===== src/max_pool_2d_stream_assert.svh =====
// ----------------------------------------------------------------
// max pool 2d stream assertion macros
// concurrent property helpers used by the top level
// ----------------------------------------------------------------
`ifndef MAX_POOL_2D_STREAM_ASSERT_SVH
`define MAX_POOL_2D_STREAM_ASSERT_SVH

// same-cycle implication
`define MPS_ASSERT_IMPL(lbl, clk_i, rstn_i, ante, cons) \
	lbl: assert property (@(posedge clk_i) disable iff (!rstn_i) (ante) |-> (cons)) \
		else $error("max pool assertion failed");

// next-cycle implication
`define MPS_ASSERT_NEXT(lbl, clk_i, rstn_i, ante, cons) \
	lbl: assert property (@(posedge clk_i) disable iff (!rstn_i) (ante) |=> (cons)) \
		else $error("max pool assertion failed");

`endif


===== src/mps_pkg.sv =====
`timescale 1ns / 1ps
// ----------------------------------------------------------------
// mps_pkg
// shared types and constants of the max pooling stream block
// ----------------------------------------------------------------
package mps_pkg;

	localparam int MAX_KERNEL_DEF  = 4;
	localparam int MAX_WIDTH_DEF   = 256;
	localparam int SAMPLE_BITS_DEF = 16;

	localparam int DIM_BITS      = 9;
	localparam int KS_BITS       = 3;
	localparam int IDX_BITS      = 8;
	localparam int HEIGHT_LIMIT  = 256;
	localparam int STRIDE_LIMIT  = 4;
	localparam int CFG_ADDR_BITS = 4;
	localparam int CFG_DATA_BITS = 32;

	// register indexes
	localparam logic [1:0] REG_HEIGHT = 2'd0;
	localparam logic [1:0] REG_WIDTH  = 2'd1;
	localparam logic [1:0] REG_KERNEL = 2'd2;
	localparam logic [1:0] REG_STRIDE = 2'd3;

	localparam logic [DIM_BITS-1:0] RST_HEIGHT = 9'd16;
	localparam logic [DIM_BITS-1:0] RST_WIDTH  = 9'd16;
	localparam logic [KS_BITS-1:0]  RST_KERNEL = 3'd2;
	localparam logic [KS_BITS-1:0]  RST_STRIDE = 3'd2;

	typedef struct packed {
		logic [DIM_BITS-1:0] height;
		logic [DIM_BITS-1:0] width;
		logic [KS_BITS-1:0]  kernel;
		logic [KS_BITS-1:0]  stride;
	} cfg_t;

	// position and flag of one pooled result
	typedef struct packed {
		logic                last;
		logic [IDX_BITS-1:0] out_col;
		logic [IDX_BITS-1:0] out_row;
	} res_tag_t;

endpackage


===== src/mps_cfg_regs.sv =====
`timescale 1ns / 1ps
// ----------------------------------------------------------------
// mps_cfg_regs
// apb register file for plane geometry, kernel and stride
// ----------------------------------------------------------------
module mps_cfg_regs (
	input  logic                                 clk,
	input  logic                                 arst_n,
	input  logic                                 psel,
	input  logic                                 penable,
	input  logic                                 pwrite,
	input  logic [mps_pkg::CFG_ADDR_BITS-1:0]   paddr,
	input  logic [mps_pkg::CFG_DATA_BITS-1:0]   pwdata,
	output logic [mps_pkg::CFG_DATA_BITS-1:0]   prdata,
	output logic                                 pready,
	output mps_pkg::cfg_t                        cfg,
	output logic                                 restart
);

	mps_pkg::cfg_t cfg_q;
	logic          wr_en;

	assign pready  = 1'b1;
	assign wr_en   = psel & penable & pwrite;
	assign restart = wr_en;
	assign cfg     = cfg_q;

	always_ff @(posedge clk or negedge arst_n) begin
		if (!arst_n) begin
			cfg_q.height <= mps_pkg::RST_HEIGHT;
			cfg_q.width  <= mps_pkg::RST_WIDTH;
			cfg_q.kernel <= mps_pkg::RST_KERNEL;
			cfg_q.stride <= mps_pkg::RST_STRIDE;
		end else if (wr_en) begin
			case (paddr[3:2])
				mps_pkg::REG_HEIGHT: cfg_q.height <= pwdata[mps_pkg::DIM_BITS-1:0];
				mps_pkg::REG_WIDTH:  cfg_q.width  <= pwdata[mps_pkg::DIM_BITS-1:0];
				mps_pkg::REG_KERNEL: cfg_q.kernel <= pwdata[mps_pkg::KS_BITS-1:0];
				mps_pkg::REG_STRIDE: cfg_q.stride <= pwdata[mps_pkg::KS_BITS-1:0];
				default: ;
			endcase
		end
	end

	always_comb begin
		case (paddr[3:2])
			mps_pkg::REG_HEIGHT: prdata = mps_pkg::CFG_DATA_BITS'(cfg_q.height);
			mps_pkg::REG_WIDTH:  prdata = mps_pkg::CFG_DATA_BITS'(cfg_q.width);
			mps_pkg::REG_KERNEL: prdata = mps_pkg::CFG_DATA_BITS'(cfg_q.kernel);
			mps_pkg::REG_STRIDE: prdata = mps_pkg::CFG_DATA_BITS'(cfg_q.stride);
			default:             prdata = '0;
		endcase
	end

endmodule


===== config.mk =====
export PLATFORM = sky130hd
export DESIGN_NAME = mps_cfg_regs
export DESIGN_NICKNAME = d
export VERILOG_FILES = /design/src/max_pool_2d_stream_assert.svh /design/src/mps_pkg.sv /design/src/mps_cfg_regs.sv
export SDC_FILE = /design/constraint.sdc
export NUM_CORES = 1
export LEC_CHECK = 0
export CAP_MARGIN = 20
export CORE_MARGIN = 2
export CORE_UTILIZATION = 45
export DETAILED_ROUTE_END_ITERATION = 8
export DONT_BUFFER_PORTS = 1
export PLACE_DENSITY = 0.61
export SLEW_MARGIN = 30
export SYNTH_ARGS = -nofsm -noshare
export SYNTH_HDL_FRONTEND = slang
export SYNTH_SLANG_ARGS = --single-unit
export TNS_END_PERCENT = 20

===== constraint.sdc =====
create_clock -name clk -period 1.4 [get_ports clk]
set_input_delay 0.28 -clock clk [delete_from_list [all_inputs] [get_ports clk]]
set_output_delay 0.28 -clock clk [all_outputs]
set_load 0.02 [all_outputs]

Word-level counts from Yosys, hierarchy flattened
Cells that the tools add are included.

word-level totals
  flip-flop bits (word level) = 24
  input port bits = 41
  output and inout port bits = 58
  word-level logic and storage cells = 15

operators by class
  eq/ne operators = 3
  multiplexer cells = 1
  bitwise operators = 2
  reduce and logical (&&, ||, !) cells = 5

operators by type and width
  kind                count
  $pmux 32 s4         1
  $reduce_and 2->1    4
  $eq 2x2->1 const B  2
  $and 1x1->1         2
  $eq 2x1->1 const B  1
  $logic_not 2->1     1

Depth between registers and ports, before layout
  depth after elaboration = 3
  gate-level depth with buffers = 5
  gate-level depth less buffers = 3

Worst setup path after synthesis
Ideal clock, no wire load.

  path type = input-to-reg
  start = input pwrite
  end = register cfg_q (netlist bit cfg[15])
  setup time = 0.125 ns
  arrival time = 1.209 ns
  required time = 1.275 ns
  slack = 0.065 ns
  stages = 5
  buffers on the path = 2
  path through = and3_1 buf_6 nor3b_4 buf_6 mux2_4

between the ends
  longest elaborated chain between the ends = 2

ends and longest elaborated chain
  element                     RTL line            text
  from (decl)                 mps_cfg_regs.sv:11  input logic pwrite,
  $and 1x1->1                 mps_cfg_regs.sv:24  assign wr_en = psel & penable & pwrite;
  named net restart           mps_cfg_regs.sv:17  output logic restart
  $reduce_and 2->1 (no line)  -
  to (decl)                   mps_cfg_regs.sv:20  mps_pkg::cfg_t cfg_q;

The timed path passes the listed nets, and every way through them passes these cells.
A chain may end at the register's enable or synchronous reset.

Worst setup path after layout
  start = register cfg_q (netlist bit cfg[1])
  end = output prdata[1] (netlist name)

between the ends
  longest elaborated chain between the ends = 1

ends and longest elaborated chain
  element      RTL line            text
  $pmux 32 s4  mps_cfg_regs.sv:46  case (paddr[3:2])
  to (decl)    mps_cfg_regs.sv:14  output logic [mps_pkg::CFG_DATA_BITS-1:0] prdata,

No other way between the ends. The select of a mux whose other input is x is not followed.

==> summary.txt <==
Status
  • Outcome: complete, but fails checks
  • Violated checks: negative setup slack

Clock network
  • CTS max path bufs: 2
  • CTS tree: done
  • Inserted Clock Buffers: 3
  • Clk pin slew, worst setup/hold paths: approximately 0.14 ns
  • Setup bufs post-CTS: 0
  • Clk_lat worst skew: 0.30 ns
  • H-tree levels: 1
  • CTS root buf: clkbuf_4
  • Clock Sinks: 24

Routing
  • WL met2: roughly 1200 um
  • Final Routed Wirelength: 2420 um
  • WL met1: 960 um
  • DR iter-0 viols: 6
  • Routed wl met3: 226 um
  • Post-route ant nets: 0
  • Initial DRT Pass Iterations: 3
  • Top Metal Used: met4
  • Vias: between 700 and 800
  • Remaining DRCs: 0
  • DR WL/cell: between 15 and 20 um
  • Vias/cell: slightly above 5

Floorplan
  • Initial core utilization: 48.0%
  • Row cnt: 19
  • Core Region: between 2000 and 3000 um2
  • Die area: around 3400 um2
  • Die H: roughly 58 um
  • Die Span X: 58.5 um
  • Top-level I/O count: 99

Critical path
  • Worst stage delay on the critical path: about 0.56 ns
  • FF-to-FF path depth: 2
  • Delay-heaviest family, CP: multiplexers
  • Worst R2R End: cfg[22]$_DFFE_PN0P_
  • Crit-path cells: mux4_2
  • Worst EP required: between 1 and 1.5 ns
  • CP Class: flip-flop to output pin
  • CP max FO: 3
  • Type of element capturing the critical path: output pin
  • Crit path buffers/inverters: 0
  • FF-to-FF setup slack: 0.46 ns
  • CP Data Arrival Time: 1.30 ns
  • Critical path's slowest cell: mux4_2
  • Startpoint Class: flip-flop
  • RR Startpoint: cfg[22]$_DFFE_PN0P_

Power
  • Pwr dens: around 1600 nW/um2
  • VDD IR max: between 0.9 and 1 mV
  • Leak: about 0.73 nW

Final layout
  • Fin area: around 1500 um2
  • Antenna Cells: 0
  • Layout area overhead: 11.6%
  • Fin util: 53.6%
  • # nets final: between 150 and 200
  • Share of layout cells above drive strength 1: between 50 and 60%
  • Fillers: 236
  • Final non-filler cell total: roughly 150
  • Max reg flops: 24

Hold path
  • WHS Endpoint: cfg[19]$_DFFE_PN1P_
  • HP Start: pwdata[4]
  • Worst hold path depth: 1
  • Hold WC Path Type: input pin to flip-flop

Synthesis
  • Yosys top cell by area: dfrtp_1
  • Synth top area share: 37.5%
  • Yosys warnings: 0
  • Distinct cells, synth: 16
  • Synth Instances: between 90 and 100
  • Sequential share of the synthesized area: a little under half
  • Cell Area, Synth: approximately 1300 um2
  • Most numerous cell in the Yosys netlist: buf_4
  • Number of synthesized flops with an enable pin: 0
  • Synth cell count leaders: buf_4 (24), dfrtp_1 (20), mux2_2 (15)
  • Async SR Flop Fraction: 100%
  • Synthesized flop and latch total: 24
  • Mean Syn Cell Area: approximately 14 um2
  • Top FF cell, synth: dfrtp_1
  • Top cells by area, synth: dfrtp_1 (37%), buf_4 (13%), mux2_2 (13%), mux2_4 (10%), dfstp_2 (7.9%)

Timing
  • Setup Viol. Count Final: 5
  • Final period utilization: 113%
  • Slew Viols, Final: 0
  • F_max: 633 MHz
  • Clock skew: 0 ns
  • Slew margin rel.: between 60 and 70%
  • Endpoints failing hold: 0
  • Minimum clock period: 1.58 ns
  • RSZ-0062 raised after global routing: true
  • Setup ws final: -0.179 ns
  • Slew of the pin with the lowest slew margin: between 0.5 and 0.6 ns

Global routing
  • Total GRT Usage: about 16%
  • Largest net degree at the start of global routing: 25
  • Vias in the first global route: between 800 and 900
  • Grt total ovfl: 0
  • Initial antenna violation count: 0
  • First-pass GRT wire length: around 4000 um

Placed design
  • DP Area: ~1400 um2
  • Hpwl dp: around 1800 um
  • I/O Buffers: 0
  • Placer congestion estimate: about 0.65
  • Placed cells: ~150

Run
  • Max-cap viol count: 0
[area by class of cell]
cell class	instances	area (um2)	share of cell area [%]
well taps	31	38.8	2.60
repair buffers	25	188	12.6
clock buffers	3	22.5	1.51
clock inverters	1	30.0	2.01
flip-flops and latches	24	608	40.8
multi-input cells	68	604	40.5
[repair_timing]
action                                  4_1_cts  5_1_grt
gates cloned                                  0        0
endpoints found under the setup margin        5        9
resized for setup                             2        4
hold endpoints to repair                     24       20
hold buffers                                  1        1
pin swaps                                     0        0
[kinds of logic after synthesis]
logic type / after synthesis / share of synthesized area (%)
buf+inv: 28 / 16.4
flops: 24 / 45.3
mux: 33 / 32.3
other cells: 2 / 0.562
simple gates: 11 / 5.43
[placed cells by master, fill, tap and decap left out]
| master | n |
|---|---|
| clkbuf_4 | 3 |
| dfrtp_2 | 2 |
| and3b_1 | 1 |
| conb_1 | 24 |
| buf_2 | 1 |
| dlygate4sd3_1 | 1 |
| buf_4 | 23 |
| nor3b_4 | 1 |
| bufinv_16 | 1 |
| mux2i_1 | 6 |
| nor2_2 | 4 |
| nand3_1 | 1 |
| mux2_2 | 15 |
| mux2_4 | 9 |
| nor2_1 | 2 |
| and3_1 | 1 |
| dfrtp_1 | 18 |
| dfstp_2 | 4 |
| mux4_2 | 3 |
| nand3b_2 | 1 |
[power breakdown]
group,switching [W],internal [W],total (W)
combinational,0.000452,0.000383,0.000835
clock,0.000214,0.000289,0.000503
sequential,0.000148,0.000878,0.00103
[routing by layer]
layer,vias to the layer above,global-route usage (%)
li1,337,-
met1,378,19.9
met2,48,26.6
met3,2,3.74
met4,0,4.98
met5,-,0
[worst reg2reg max path, delay by kind of cell, from the launching register on]
kind / cells / cell delay (ns)
flops: 1 / 0.41
mux: 1 / 0.27
buf+inv: 1 / 0.16
[metrics by stage]
step	power (W)	worst slack [ns]	hold slack (ns)	TNS (ns)
2_1_floorplan	0.00165	0.0655	-0.0156	0
3_3_place_gp	0.00184	0.0384	-0.0149	0
3_5_place_dp	0.00186	0.0323	-0.0150	0
4_1_cts	0.00238	-0.196	0.0846	-0.730
5_1_grt	0.00250	-0.232	0.0675	-0.938
6_report	0.00236	-0.179	0.0938	-0.656
[how the worst max path moves through the flow]
stage | endpoint | from | cells after the start | slack (ns)
floorplan | cfg[15]$_DFFE_PN0P_ | pwrite | 5 | 0.07
global placement | cfg[22]$_DFFE_PN0P_ | pwrite | 4 | 0.04
detailed placement | cfg[22]$_DFFE_PN0P_ | pwrite | 4 | 0.03
CTS | prdata[1] | cfg[1]$_DFFE_PN1P_ | 1 | -0.20
global route | prdata[4] | cfg[19]$_DFFE_PN1P_ | 3 | -0.23
finish | prdata[1] | cfg[1]$_DFFE_PN1P_ | 1 | -0.18
Power figures use the tool's default switching activity.
