--- src/max_pool_2d_stream_assert.svh ---
// ----------------------------------------------------------------
// max pool 2d stream assertion macros
// concurrent property helpers used by the top level
// ----------------------------------------------------------------
`ifndef MAX_POOL_2D_STREAM_ASSERT_SVH
`define MAX_POOL_2D_STREAM_ASSERT_SVH

// same-cycle implication
`define MPS_ASSERT_IMPL(lbl, clk_i, rstn_i, ante, cons) \
	lbl: assert property (@(posedge clk_i) disable iff (!rstn_i) (ante) |-> (cons)) \
		else $error("max pool assertion failed");

// next-cycle implication
`define MPS_ASSERT_NEXT(lbl, clk_i, rstn_i, ante, cons) \
	lbl: assert property (@(posedge clk_i) disable iff (!rstn_i) (ante) |=> (cons)) \
		else $error("max pool assertion failed");

`endif

--- src/mps_pkg.sv ---
`timescale 1ns / 1ps
// ----------------------------------------------------------------
// mps_pkg
// shared types and constants of the max pooling stream block
// ----------------------------------------------------------------
package mps_pkg;

	localparam int MAX_KERNEL_DEF  = 4;
	localparam int MAX_WIDTH_DEF   = 256;
	localparam int SAMPLE_BITS_DEF = 16;

	localparam int DIM_BITS      = 9;
	localparam int KS_BITS       = 3;
	localparam int IDX_BITS      = 8;
	localparam int HEIGHT_LIMIT  = 256;
	localparam int STRIDE_LIMIT  = 4;
	localparam int CFG_ADDR_BITS = 4;
	localparam int CFG_DATA_BITS = 32;

	// register indexes
	localparam logic [1:0] REG_HEIGHT = 2'd0;
	localparam logic [1:0] REG_WIDTH  = 2'd1;
	localparam logic [1:0] REG_KERNEL = 2'd2;
	localparam logic [1:0] REG_STRIDE = 2'd3;

	localparam logic [DIM_BITS-1:0] RST_HEIGHT = 9'd16;
	localparam logic [DIM_BITS-1:0] RST_WIDTH  = 9'd16;
	localparam logic [KS_BITS-1:0]  RST_KERNEL = 3'd2;
	localparam logic [KS_BITS-1:0]  RST_STRIDE = 3'd2;

	typedef struct packed {
		logic [DIM_BITS-1:0] height;
		logic [DIM_BITS-1:0] width;
		logic [KS_BITS-1:0]  kernel;
		logic [KS_BITS-1:0]  stride;
	} cfg_t;

	// position and flag of one pooled result
	typedef struct packed {
		logic                last;
		logic [IDX_BITS-1:0] out_col;
		logic [IDX_BITS-1:0] out_row;
	} res_tag_t;

endpackage

--- src/mps_window_scan.sv ---
`timescale 1ns / 1ps
// ----------------------------------------------------------------
// mps_window_scan
// walks one k by k window through the line store and keeps the max
// ----------------------------------------------------------------
module mps_window_scan #(
	parameter  int MAX_KERNEL  = mps_pkg::MAX_KERNEL_DEF,
	parameter  int MAX_WIDTH   = mps_pkg::MAX_WIDTH_DEF,
	parameter  int SAMPLE_BITS = mps_pkg::SAMPLE_BITS_DEF,
	localparam int WIDTH_LIMIT = (MAX_WIDTH < 256) ? MAX_WIDTH : 256,
	localparam int COL_BITS    = $clog2(WIDTH_LIMIT),
	localparam int SLOT_BITS   = (MAX_KERNEL > 1) ? $clog2(MAX_KERNEL) : 1,
	localparam int K_BITS      = $clog2(MAX_KERNEL + 1)
) (
	input  logic                    clk,
	input  logic                    arst_n,
	input  logic                    start,
	input  logic [K_BITS-1:0]       k_in,
	input  logic [SLOT_BITS-1:0]    slot_in,
	input  logic [COL_BITS-1:0]     col_in,
	input  logic [COL_BITS-1:0]     col_end_in,
	input  mps_pkg::res_tag_t       tag_in,
	output logic                    busy,
	output logic                    rd_en,
	output logic [SLOT_BITS-1:0]    rd_slot,
	output logic [COL_BITS-1:0]     rd_col,
	input  logic [SAMPLE_BITS-1:0]  rd_data,
	output logic                    res_valid,
	input  logic                    res_ready,
	output logic [SAMPLE_BITS-1:0]  res_best,
	output mps_pkg::res_tag_t       res_tag
);

	typedef enum logic [1:0] {
		SC_IDLE,
		SC_SCAN,
		SC_DRAIN,
		SC_FIN
	} scan_state_t;

	scan_state_t            state_q;
	logic [SLOT_BITS-1:0]   slot_q;
	logic [COL_BITS-1:0]    col_q;
	logic [COL_BITS-1:0]    col0_q;
	logic [COL_BITS-1:0]    col_end_q;
	logic [K_BITS-1:0]      row_cnt_q;
	logic [K_BITS-1:0]      k_q;
	mps_pkg::res_tag_t      tag_q;
	logic                   have_q;
	logic                   rd_vld_s1;
	logic [SAMPLE_BITS-1:0] best_q;
	logic                   row_done;
	logic                   last_rd;

	assign row_done  = (col_q == col_end_q);
	assign last_rd   = row_done && (row_cnt_q == k_q - K_BITS'(1));
	assign busy      = (state_q != SC_IDLE);
	assign rd_en     = (state_q == SC_SCAN);
	assign rd_slot   = slot_q;
	assign rd_col    = col_q;
	assign res_valid = (state_q == SC_FIN);
	assign res_best  = best_q;
	assign res_tag   = tag_q;

	always_ff @(posedge clk or negedge arst_n) begin
		if (!arst_n) begin
			state_q   <= SC_IDLE;
			slot_q    <= '0;
			col_q     <= '0;
			col0_q    <= '0;
			col_end_q <= '0;
			row_cnt_q <= '0;
			k_q       <= '0;
			tag_q     <= '0;
			have_q    <= 1'b0;
			rd_vld_s1 <= 1'b0;
		end else begin
			rd_vld_s1 <= (state_q == SC_SCAN);
			if (rd_vld_s1) begin
				have_q <= 1'b1;
			end
			case (state_q)
				SC_IDLE: begin
					if (start) begin
						slot_q    <= slot_in;
						col_q     <= col_in;
						col0_q    <= col_in;
						col_end_q <= col_end_in;
						row_cnt_q <= '0;
						k_q       <= k_in;
						tag_q     <= tag_in;
						have_q    <= 1'b0;
						state_q   <= SC_SCAN;
					end
				end
				SC_SCAN: begin
					if (row_done) begin
						col_q     <= col0_q;
						row_cnt_q <= row_cnt_q + K_BITS'(1);
						if (32'(slot_q) == MAX_KERNEL - 1) begin
							slot_q <= '0;
						end else begin
							slot_q <= slot_q + SLOT_BITS'(1);
						end
					end else begin
						col_q <= col_q + COL_BITS'(1);
					end
					if (last_rd) begin
						state_q <= SC_DRAIN;
					end
				end
				SC_DRAIN: begin
					state_q <= SC_FIN;
				end
				SC_FIN: begin
					if (res_ready) begin
						state_q <= SC_IDLE;
					end
				end
				default: begin
					state_q <= SC_IDLE;
				end
			endcase
		end
	end

	// running signed maximum, first sample of the window loads directly
	always_ff @(posedge clk) begin
		if (rd_vld_s1 && (!have_q || ($signed(rd_data) > $signed(best_q)))) begin
			best_q <= rd_data;
		end
	end

endmodule

--- config.mk ---
export PLATFORM = sky130hd
export DESIGN_NAME = mps_window_scan
export DESIGN_NICKNAME = d
export VERILOG_FILES = /design/src/max_pool_2d_stream_assert.svh /design/src/mps_pkg.sv /design/src/mps_window_scan.sv
export SDC_FILE = /design/constraint.sdc
export NUM_CORES = 1
export LEC_CHECK = 0
export BUFFER_PORTS_ARGS = -buffer_cell sky130_fd_sc_hd__buf_4
export CORE_ASPECT_RATIO = 0.8
export CORE_MARGIN = 1
export CORE_UTILIZATION = 56
export CTS_CLUSTER_DIAMETER = 200
export CTS_CLUSTER_SIZE = 10
export DETAILED_ROUTE_END_ITERATION = 6
export PLACE_DENSITY = 0.95
export SLEW_MARGIN = 20
export SYNTH_ARGS = -nofsm -noshare
export SYNTH_HDL_FRONTEND = slang
export SYNTH_SLANG_ARGS = --single-unit
--- constraint.sdc ---
create_clock -name clk -period 7.6 [get_ports clk]
set_input_delay 1.52 -clock clk [delete_from_list [all_inputs] [get_ports clk]]
set_output_delay 1.52 -clock clk [all_outputs]
set_load 0.01 [all_outputs]
==> Yosys cells after proc, flatten, opt, wreduce, memory -nomap -nowiden <==
Index checks and enable logic that the tools add are counted.
W data, S select, Z words.
{ "word_totals": {"reg_bits": 69, "word_cells": 56, "output_inout_bits": 46} }
{ "classes": {"order_cmp": 1, "n_reduce_logical": 11, "n_eq_ne": 10, "muxes": 17, "addsub": 4} }
{ "op_table": {"columns": ["cell", "n"], "rows": [
  ["$gt A16 B16 Y1", 1],
  ["$mux W8", 2],
  ["$pmux W8 S2", 1],
  ["$mux W2", 6],
  ["$add A8 B1 Y8 const B", 1],
  ["$eq A8 B8 Y1", 1],
  ["$pmux W2 S4", 1],
  ["$eq A2 B2 Y1 const B", 3],
  ["$mux W3", 2],
  ["$ne A2 B1 Y1 const B", 3],
  ["$pmux W3 S2", 1],
  ["$reduce_and A3 Y1", 2],
  ["$pmux W2 S2", 1],
  ["$reduce_and A2 Y1", 2],
  ["$reduce_bool A2 Y1", 2],
  ["$add A3 B1 Y3 const B", 1],
  ["$eq A3 B3 Y1", 1],
  ["$mux W1", 3],
  ["$sub A3 B1 Y3 const B", 1],
  ["$add A2 B1 Y2 const B", 1],
  ["$eq A2 B1 Y1 const B", 1],
  ["$logic_and A1 B1 Y1", 2],
  ["$logic_not A2 Y1", 1],
  ["$ne A2 B2 Y1 const B", 1],
  ["2 further kinds", 2]
]} }

==> Longest topological paths before layout <==
Gate-level depths: netlist of the first run.
{ "logic_depth": {"depth_word": 5, "mapped_depth": 8, "mapped_depth_nobuf": 7} }

==> Worst setup path before layout of the first run <==
OpenSTA, ideal clock, no wires.
{ "synth_path": {"kind": "input to register", "start": "input rd_data[1]", "end": "register best_q[0], in the netlist res_best[0], enable pin", "stages": 6, "path_buffers": 0, "arrival_ns": 3.407, "setup_slack_ns": 3.797, "path_cell_list": "ha_1 > nor2b_1 > o211ai_1 > a21boi_0 > nor4_1 > mux2i_1"} }
{ "synth_between": {"elab_chain_cells": 3} }
{ "synth_rtl": {"columns": ["item", "line", "source"], "rows": [
  ["from (decl)", "mps_window_scan.sv:27", "input logic [SAMPLE_BITS-1:0] rd_data,"],
  ["$gt A16 B16 Y1", "mps_window_scan.sv:129", "if (rd_vld_s1 && (!have_q || ($signed(rd_data) > $signed(best_q)))) begin"],
  ["$logic_or A1 B1 Y1", "mps_window_scan.sv:129", null],
  ["$logic_and A1 B1 Y1", "mps_window_scan.sv:129", null],
  ["to (signal assigned)", "mps_window_scan.sv:130", "best_q <= rd_data;"],
  ["to (decl)", "mps_window_scan.sv:51", "logic [SAMPLE_BITS-1:0] best_q;"]
]} }
Every way passes these cells.
A chain may end at the register's enable or synchronous reset.

==> Final worst setup path of the first run <==
{ "layout_path": {"start": "input start", "end": "register slot_q[1], in the netlist rd_slot[1]"} }
{ "layout_between": {"elab_chain_cells": 2} }
{ "layout_rtl": {"columns": ["item", "line", "source"], "rows": [
  ["from (decl)", "mps_window_scan.sv:17", "input logic start,"],
  ["$ne A2 B2 Y1 (no source line)", null, null],
  ["$reduce_and A3 Y1 (no source line)", null, null],
  ["to (signal assigned)", "mps_window_scan.sv:85", "slot_q <= slot_in;"],
  ["to (signal assigned)", "mps_window_scan.sv:103", "slot_q <= slot_q + SLOT_BITS'(1);"],
  ["to (decl)", "mps_window_scan.sv:42", "logic [SLOT_BITS-1:0] slot_q;"]
]} }
Every way passes these cells.

==> results of run 1 <==
==> kinds of logic (layout without fill, tap and decap cells) <==
logic type	Yosys count	count (layout)
buffers and inverters	37	145
AND/OR/NAND/NOR	52	52
adder cells (fa/ha/maj)	25	25
flip-flops	69	69
AO/OA/AOI/OAI	44	44
XOR/XNOR	18	18
multiplexers	51	51
==> synthesized netlist by cell type <==
cell	instances
o21ai_0	13
mux2_4	1
buf_1	4
nor4_2	2
nor2b_1	3
nand4_1	4
o221ai_1	1
clkbuf_1	3
nor4_1	1
xnor2_1	6
nand2_2	1
nor3b_1	7
buf_6	2
a21boi_1	1
a221oi_1	1
and4b_1	1
a21boi_0	2
nand3_1	7
a21oi_1	14
buf_2	2
mux2_2	36
nand4b_1	1
nor3_1	5
a31oi_1	3
mux2i_1	14
edfxtp_1	16
a22o_1	1
nand2_1	10
ha_1	25
a211oi_1	1
nor2_1	8
o22ai_1	2
nand2b_1	1
inv_1	26
o211ai_1	1
dfrtp_1	53
or2_2	1
o31ai_1	1
xor2_1	12
a21o_1	3
==> area by class of cell <==
| cell class | count | share of cell area [%] |
|---|---|---|
| clock inverter | 2 | 0.246 |
| multi-input combinational | 190 | 34.6 |
| timing repair buffer | 104 | 17.1 |
| sequential | 69 | 39.5 |
| clock buffer | 13 | 4.19 |
| tap | 81 | 2.22 |
| inverter | 26 | 2.13 |
==> power by group <==
group	total (uW)	switching, uW	internal [uW]
Combinational	146	73.9	72.0
Sequential	421	11.2	410
Clock	296	130	165
==> path summary, 6_finish.rpt <==
path | startpoint | endpoint | slack (ns) | depth (start not counted)
worst min register to register | res_tag[14]$_DFFE_PN0P_ | res_tag[14]$_DFFE_PN0P_ | 0.51 | 1
worst min-delay path | res_tag[14]$_DFFE_PN0P_ | res_tag[14]$_DFFE_PN0P_ | 0.51 | 1
worst max-delay path | start | rd_slot[1]$_DFFE_PN0P_ | 3.91 | 6
min in group asynchronous | arst_n | res_tag[11]$_DFFE_PN0P_ | 1.20 | 1
worst max register to register | state_q[0]$_DFFE_PN0P_ | rd_slot[1]$_DFFE_PN0P_ | 4.40 | 7
max in group asynchronous | arst_n | rd_vld_s1$_DFF_PN0_ | 5.95 | 1
==> flip-flops by register name, summed over array words and instances, names as in the netlist <==
register   cells
res_tag       17
res_best      16
col0_q         8
col_end_q      8
rd_col         8
k_q            3
row_cnt_q      3
rd_slot        2
state_q        2
have_q         1
rd_vld_s1      1
==> per-stage QoR <==
stage                     utilization (%)  setup slack [ns]
final                                76.1              3.91
after global routing                 76.1              3.73
after CTS                            76.1              3.94
after detailed placement             72.8              3.62
after global placement               72.8              3.67
after floorplan                         -              3.80
==> worst max-delay path, stage by stage <==
cell,delay [ns]
buf_4,0.14
nand2_2,0.71
a21boi_1,0.90
or2_2,0.25
mux2i_1,0.07
a221oi_1,0.31
==> metal layers <==
metal  track usage [%]  wire length (um)  up-vias
li1                  -                 -     1259
met1              30.4              3380     1281
met2              42.7              4040       89
met3              5.42               389       10
met4              9.70               127        0
met5                 0                 0        -
==> impl_results.md, run 1 <==
* Post-synthesis simple-gate area fraction at 8.25%
* Drt initial violations at 158
* First-pass GRT wire length at roughly 12000 um
* Final period util at between 40% and 50%
* DRT Pass-1 Iters at 4
* Static Leak at approximately 0.0024 uW
* Slew Limit Fails at 0
* Layout cell share with drive strength beyond 1 at a little under 40%
* Commonest non-fill, non-tap cell in the layout: buf_4
* Die width at about 91 um
* Num CTS Buffers at 9
* Clk pin slew, worst setup/hold paths at roughly 0.07 ns
* Tightest Pin Transition at 1.00 ns
* CTS root buf: clkbuf_8
* Max Freq at 271 MHz
* Final net count at roughly 480
* Most frequent cells in the layout: buf_4 (104), dfrtp_1 (53), mux2_2 (36)
* Post-CTS Hold Fix Bufs at 0
* Pwr Total at roughly 860 uW
* Gr usage total at 24.6%
* DRT Wirelength at about 7900 um
* Worst skew pair latency at between 0.3 and 0.4 ns
* Power per cell area at 189 nW/um^2
* Worst-path fanout max at 45
* Main combinational cell family by area after synthesis: multiplexers
* # rows at 25
* Finished Layout Cells at ~490
* Core Box Area at between 6000 and 7000 um^2
* Starting Density at between 50% and 60%
* RSZ-0062 raised after global routing: no
* Max-Cap Viols at 0
* Crit end category: flip-flop
* Antenna violations before repair at 0
* Area leader, netlist: dfrtp_1
* Net Count, Synth at around 380
* Post-route cell area at about 4600 um^2
* Post-CTS resize count at 0
* GP Congestion at 0.869
* Largest net degree at the start of global routing at 54
* Worst Setup Start Kind: input pin
* Post-CTS Setup Bufs at 0
* Setup violators final at 0
* Mux cell area share after synthesis at between 10% and 20%
* Area occupied by multi-input gates at 1580 um^2
* CTS tree: built
* Gate Count Post-Synth at roughly 300
* Via Count at between 2k and 3k
* Post-synthesis sequential area ratio at roughly half
* Post-synth cell types at 40
* Final worst path period need at around 3.7 ns
* Register area at 1810 um^2
* Antenna-violating nets left at 0
* Clock sinks at between 60 and 70
* Final Hold Viols at 0
* Hold slack at just over 0.5 ns
* Number of antenna repair diodes at 0
* Placed cells at 470
* Status: completed
* Clock Skews at 0.00417 ns
* DP Area at between 4000 and 5000 um^2
* CP Data Required Time at between 7 and 8 ns
* DR WL/cell at ~16 um
* Fill cells at ~400
* Die H at between 70 and 80 um
* Vias per cell at 5.44
* Avg Inst Size Synth at 12.0 um^2
* HP Class: reg2reg
* IO Count at between 100 and 150
* Setup CP Type: in2reg
* Rel. slew slack at 32.9%
* Clk buf depth at 2
* XOR/XNOR Fraction of Synth Area at ~4.4%
* Compound-Gate Fraction of Synth Area at between 7 and 8%
* Flops & latches, synth at a little under 70
* Die ar. at between 6000 and 7000 um^2
* Total negative slack at 0 ns
* Post-synth top area share at 37.4%
* H-tree depth at 3
* GRT Residual Overflow at 0
* Post-Syn Area at around 3500 um^2
* HPWL Detailed at just under 6000 um
* Vias in the first global route at 2637
* Top cells by area, synth: dfrtp_1 (37%), edfxtp_1 (14%), mux2_2 (11%)
* Peak supply drop at 106 uV
* # DRC at 0
* Area delta synth->final at 28.9%
* WP data arrival at between 3 and 4 ns
* Synthesized-area fraction occupied by adder cells at 8.82%
* Warnings, synthesis at 0
* Port Buffers at slightly above 100
No activity file was read; power rests on OpenSTA's default activity.
==> run 2: changes to the inputs <==
CORE_UTILIZATION = 52   (was 56)
PLACE_DENSITY = 0.91   (was 0.95)
clock period = 3.8 ns   (was 7.6 ns; I/O delays follow)
==> run 2 against run 1 <==
Cell count rose by 1.0%. Die area up 7.5%. Routed wire length decreased by 0.31%. Count of clock-buffer cells in the layout did not move. Sequential cell count is the same. Sequential share of layout area decreased by 0.67 points. Largest cell class unchanged. Clock power rose to 2.6 times the previous value. First-iteration DRC count up 28%.
==> impl_results.md, run 2 (synthesized netlist as in run 1, its figures left out) <==
* Status: completed
* Fill cells at approximately 440
* Area delta synth->final at 31.1%
* Clk buf depth at 2
* Worst Slack Setup Final at 1.03 ns
* Slew Limit Fails at 0
* Post-CTS Setup Bufs at 0
* R2r setup slk at 1.14 ns
* Starting Density at 54.8%
* Area occupied by multi-input gates at 1580 um^2
* Commonest non-fill, non-tap cell in the layout: buf_4
* Antenna-violating nets left at 0
* Rel. slew slack at a little over a quarter
* Worst Setup Start Kind: input pin
* Setup CP Type: in2reg
* Final net count at slightly below 500
* Gr usage total at between 20% and 30%
* Clock sinks at 69
* Core Box Area at approximately 6500 um^2
* Num CTS Buffers at 9
* H-tree depth at 3
* Final worst path period need at approximately 2.8 ns
* Layout cell share with drive strength beyond 1 at 39.9%
* Tightest Pin Transition at 1.09 ns
* GRT Residual Overflow at 0
* HP Class: in2async
* Number of antenna repair diodes at 0
* Die width at approximately 94 um
* DR WL/cell at about 16 um
* IO Count at between 100 and 150
* Post-CTS Hold Fix Bufs at 0
* Crit end category: flip-flop
* Die ar. at 7160 um^2
* Via Count at ~2.7k
* Worst-path fanout max at 11
* Final Hold Viols at 0
* Post-CTS resize count at 0
* Max Freq at about 360 MHz
* CP Data Required Time at 3.84 ns
* Die H at roughly 76 um
* Clock Skews at slightly below 0.009 ns
* DRT Wirelength at about 7900 um
* Port Buffers at 103
* Largest register FFs at 17
* DRT Pass-1 Iters at 4
* Peak supply drop at slightly below 200 uV
* Worst skew pair latency at 0.34 ns
* CTS tree: built
* Final period util at between 70% and 80%
* Static Leak at 0.00245 uW
* RSZ-0062 raised after global routing: no
* Register area at around 1800 um^2
* Max-Cap Viols at 0
* Setup violators final at 0
* WP data arrival at about 2.8 ns
* Clk pin slew, worst setup/hold paths at roughly 0.070 ns
* Pwr Total at approximately 1900 uW
* HPWL Detailed at around 5700 um
* Total negative slack at 0 ns
* Vias in the first global route at 2593
* Fin util at a little under three quarters
* Drt initial violations at 203
* Power per cell area at slightly above 400 nW/um^2
* Vias per cell at 5.43
* CTS root buf: clkbuf_8
* Largest net degree at the start of global routing at 54
* # rows at 26
* # DRC at 0
* GP Congestion at 0.855
* First-pass GRT wire length at between 10000 and 15000 um
* Most frequent cells in the layout: buf_4 (105), dfrtp_1 (53), mux2_2 (36)
* Antenna violations before repair at 0
* DP Worst Slack at roughly 0.65 ns
run 2: metrics by stage:
| step | std cells | hold WS (ns) | area (um^2) |
|---|---|---|---|
| final | 490 | 0.448 | 4650 |
| after global placement | 474 | 0.487 | 4380 |
| after CTS | 490 | 0.461 | 4650 |
| after floorplan | 296 | 0.464 | 3550 |
| after global routing | 490 | 0.503 | 4650 |
| after detailed placement | 474 | 0.494 | 4380 |
run 2: final timing paths:
path | from | endpoint | depth (start not counted)
max in group asynchronous | arst_n | col_end_q[2]$_DFFE_PN0P_ | 1
min | arst_n | res_tag[2]$_DFFE_PN0P_ | 1
max | rd_data[15] | res_best[11]$_DFFE_PP_ | 8
min reg2reg | k_q[1]$_DFFE_PN0P_ | k_q[1]$_DFFE_PN0P_ | 1
max reg2reg | state_q[1]$_DFFE_PN0P_ | rd_slot[1]$_DFFE_PN0P_ | 6
min in group clk | k_q[1]$_DFFE_PN0P_ | k_q[1]$_DFFE_PN0P_ | 1
run 2: critical path, stage by stage:
cell and delay [ns]:
buf_4 0.11, ha_1 0.32, nand4_1 0.17, nor3_1 0.09
a21boi_0 0.13, nor4_1 0.33, mux2i_1 0.59, buf_4 0.31
run 2: routing by layer:
metal | wire, um | vias up | share of wire [%] | global-route usage [%]
li1 | - | 1259 | - | -
met1 | 3330 | 1300 | 42 | 29.0
met2 | 4000 | 84 | 51 | 39.4
met3 | 425 | 16 | 5.4 | 4.69
met4 | 158 | 0 | 2.0 | 9.57
met5 | 0 | - | 0 | 0
run 2: cell type report:
| cell class | count | area share, % |
|---|---|---|
| Sequential cell | 69 | 38.8 |
| Multi-Input combinational cell | 190 | 34.1 |
| Timing Repair Buffer | 105 | 16.9 |
| Clock buffer | 13 | 4.33 |
| Tap cell | 84 | 2.26 |
| Inverter | 26 | 2.10 |
| Clock inverter | 3 | 1.48 |
run 2: power breakdown:
part | total, uW | internal (uW) | switching, uW
clock | 761 | 488 | 273
sequential | 845 | 820 | 25.0
combinational | 294 | 145 | 148
total | 1900 | 1450 | 446
==> run 3: changes to the inputs <==
CORE_UTILIZATION = 47   (was 52)
PLACE_DENSITY = 0.87   (was 0.91)
clock period = 2.5 ns   (was 3.8 ns; I/O delays follow)
==> run 3 against run 2 <==
Non-clock buffer count rose by 7. Sequential cell count unchanged. Die area rose by 10%. Global-route usage down 1.4 points. Critical path depth unchanged. Critical path type is now reg2reg. Largest cell class unchanged.
==> impl_results.md, run 3 (synthesized netlist as in run 1, its figures left out) <==
* Critical path, cell by cell: inv_1 > ha_1 > nand4_1 > nor3_1 > a21boi_0 > nor4_2 > mux2i_4 > buf_12
* Post-CTS Hold Fix Bufs at 0
* Port Buffers at 103
* Post-CTS Setup Bufs at 0
* Post-route cell area at around 4700 um^2
* Rel. slew slack at 56.4%
* Core Box Area at between 7000 and 8000 um^2
* Final period util at between 90% and 100%
* Most frequent cells in the layout: buf_4 (111), dfrtp_1 (53), mux2_2 (36)
* Fill cells at between 500 and 600
* CTS root buf: clkbuf_8
* Final net count at just under 500
* RSZ-0062 raised after global routing: no
* Vias in the first global route at ~2.8k
* Gr busiest metal: met2
* H-tree depth at 3
* Worst skew pair latency at roughly 0.34 ns
* Tightest Pin Transition at approximately 0.65 ns
* Clk pin slew, worst setup/hold paths at ~0.08 ns
* Delay-heaviest family, CP: simple AND/OR/NAND/NOR gates
* Final Hold Viols at 0
* HPWL Detailed at between 5000 and 6000 um
* Gr usage total at between 20 and 25%
* CP Data Required Time at 2.55 ns
* Register area at around 1800 um^2
* Setup violators final at 0
* Met2 Use GR at between 30% and 40%
* Max-Cap Viols at 0
* Layout cell share with drive strength beyond 1 at about two fifths
* Largest net degree at the start of global routing at 54
* Die ar. at between 7000 and 8000 um^2
* Buf+Inv Stages, Crit Path at 2
* Antenna-violating nets left at 0
* Fin util at between 60% and 70%
* GR Layer Usage met3 at about 6.4%
* Die width at just under 100 um
* Area delta synth->final at 31.5%
* Via Count at 2649
* Clk buf depth at 2
* CP peak stage delay at ~0.4 ns
* DP Area at about 4500 um^2
* Status: completed
* Number of antenna repair diodes at 0
* Worst Setup Start Kind: flip-flop
* Num CTS Buffers at 9
* # rows at 27
* Commonest non-fill, non-tap cell in the layout: buf_4
* Hold slack at about 0.19 ns
* Peak supply drop at 418 uV
* WP data arrival at between 2 and 2.5 ns
* Placed cells at ~480
* Antenna violations before repair at 0
* GP Congestion at 0.841
* DR WL/cell at approximately 16 um
* First-pass GRT wire length at 13000 um
* DRT Wirelength at about 7900 um
* Power per cell area at approximately 570 nW/um^2
* Die H at about 80 um
* Crit end category: flip-flop
* Post-CTS resize count at 0
* Setup CP Type: reg2reg
* Largest register FFs at 17
* Area occupied by multi-input gates at about 1600 um^2
* DRT Pass-1 Iters at 4
* Clock sinks at 69
* Slew Limit Fails at 0
* GRT Residual Overflow at 0
* Final worst path period need at 2.27 ns
* CTS tree: built
* Vias per cell at around 5.3
* Worst-path fanout max at 16
* Static Leak at between 0.002 and 0.0025 uW
* Drt initial violations at 125
* # DRC at 0
* Max Freq at 440 MHz
* Finished Layout Cells at 500
* IO Count at approximately 100
* CP max stage cell: edfxtp_1
* Starting Density at 50.0%
* M1 GR Usage at 26.5%
* HP Class: in2async
* Clock Skews at between 0.009 and 0.01 ns
==> run 3: cell types whose count changed in the layout (fill, tap and decap cells not counted), sizes merged <==
cell,change
buf,+7
bufinv,-2
clkbuf,-1
clkinv,+1
clkinvlp,+1
inv,+1
==> run 3: worst paths after layout <==
kind	cells after the start	end	from	slack [ns]
min reg2reg	1	col0_q[1]$_DFFE_PN0P_	col0_q[1]$_DFFE_PN0P_	0.51
min	1	res_tag[2]$_DFFE_PN0P_	arst_n	0.19
max	8	res_best[12]$_DFFE_PP_	res_best[15]$_DFFE_PP_	0.23
max reg2reg	8	res_best[12]$_DFFE_PP_	res_best[15]$_DFFE_PP_	0.23
max in group asynchronous	1	col0_q[1]$_DFFE_PN0P_	arst_n	1.88
min in group clk	1	res_best[11]$_DFFE_PP_	rd_data[11]	0.35
==> run 3: layout make-up <==
type                            count  share of cell area, %
Clock inverter                      4                  0.617
Inverter                           26                   2.09
Clock buffer                       12                   3.54
Sequential cell                    69                   38.7
Multi-Input combinational cell    190                   34.4
Timing Repair Buffer              112                   18.3
Tap cell                           87                   2.33
==> run 3: where the power goes <==
| group | internal (uW) | switching, uW | total [uW] | leakage [uW] |
|---|---|---|---|---|
| Sequential | 1250 | 39.5 | 1290 | 0.000860 |
| Clock | 444 | 424 | 868 | 0.0000995 |
| Combinational | 248 | 242 | 490 | 0.00149 |
| Total | 1940 | 706 | 2640 | 0.00245 |
==> run 3: metrics by stage <==
step                total power, uW  worst slack [ns]  setup TNS (ns)
global placement               1780            0.0252               0
floorplan                      1520             0.109               0
global route                   2780            0.0479               0
finish                         2640             0.229               0
CTS                            2670             0.212               0
detailed placement             1800          -0.00323         -0.0441
==> run 3: metal layers <==
layer / vias to the layer above / share of wire [%]
li1: 1276 / -
met1: 1292 / 44
met2: 71 / 50
met3: 10 / 3.7
met4: 0 / 1.6
met5: - / 0
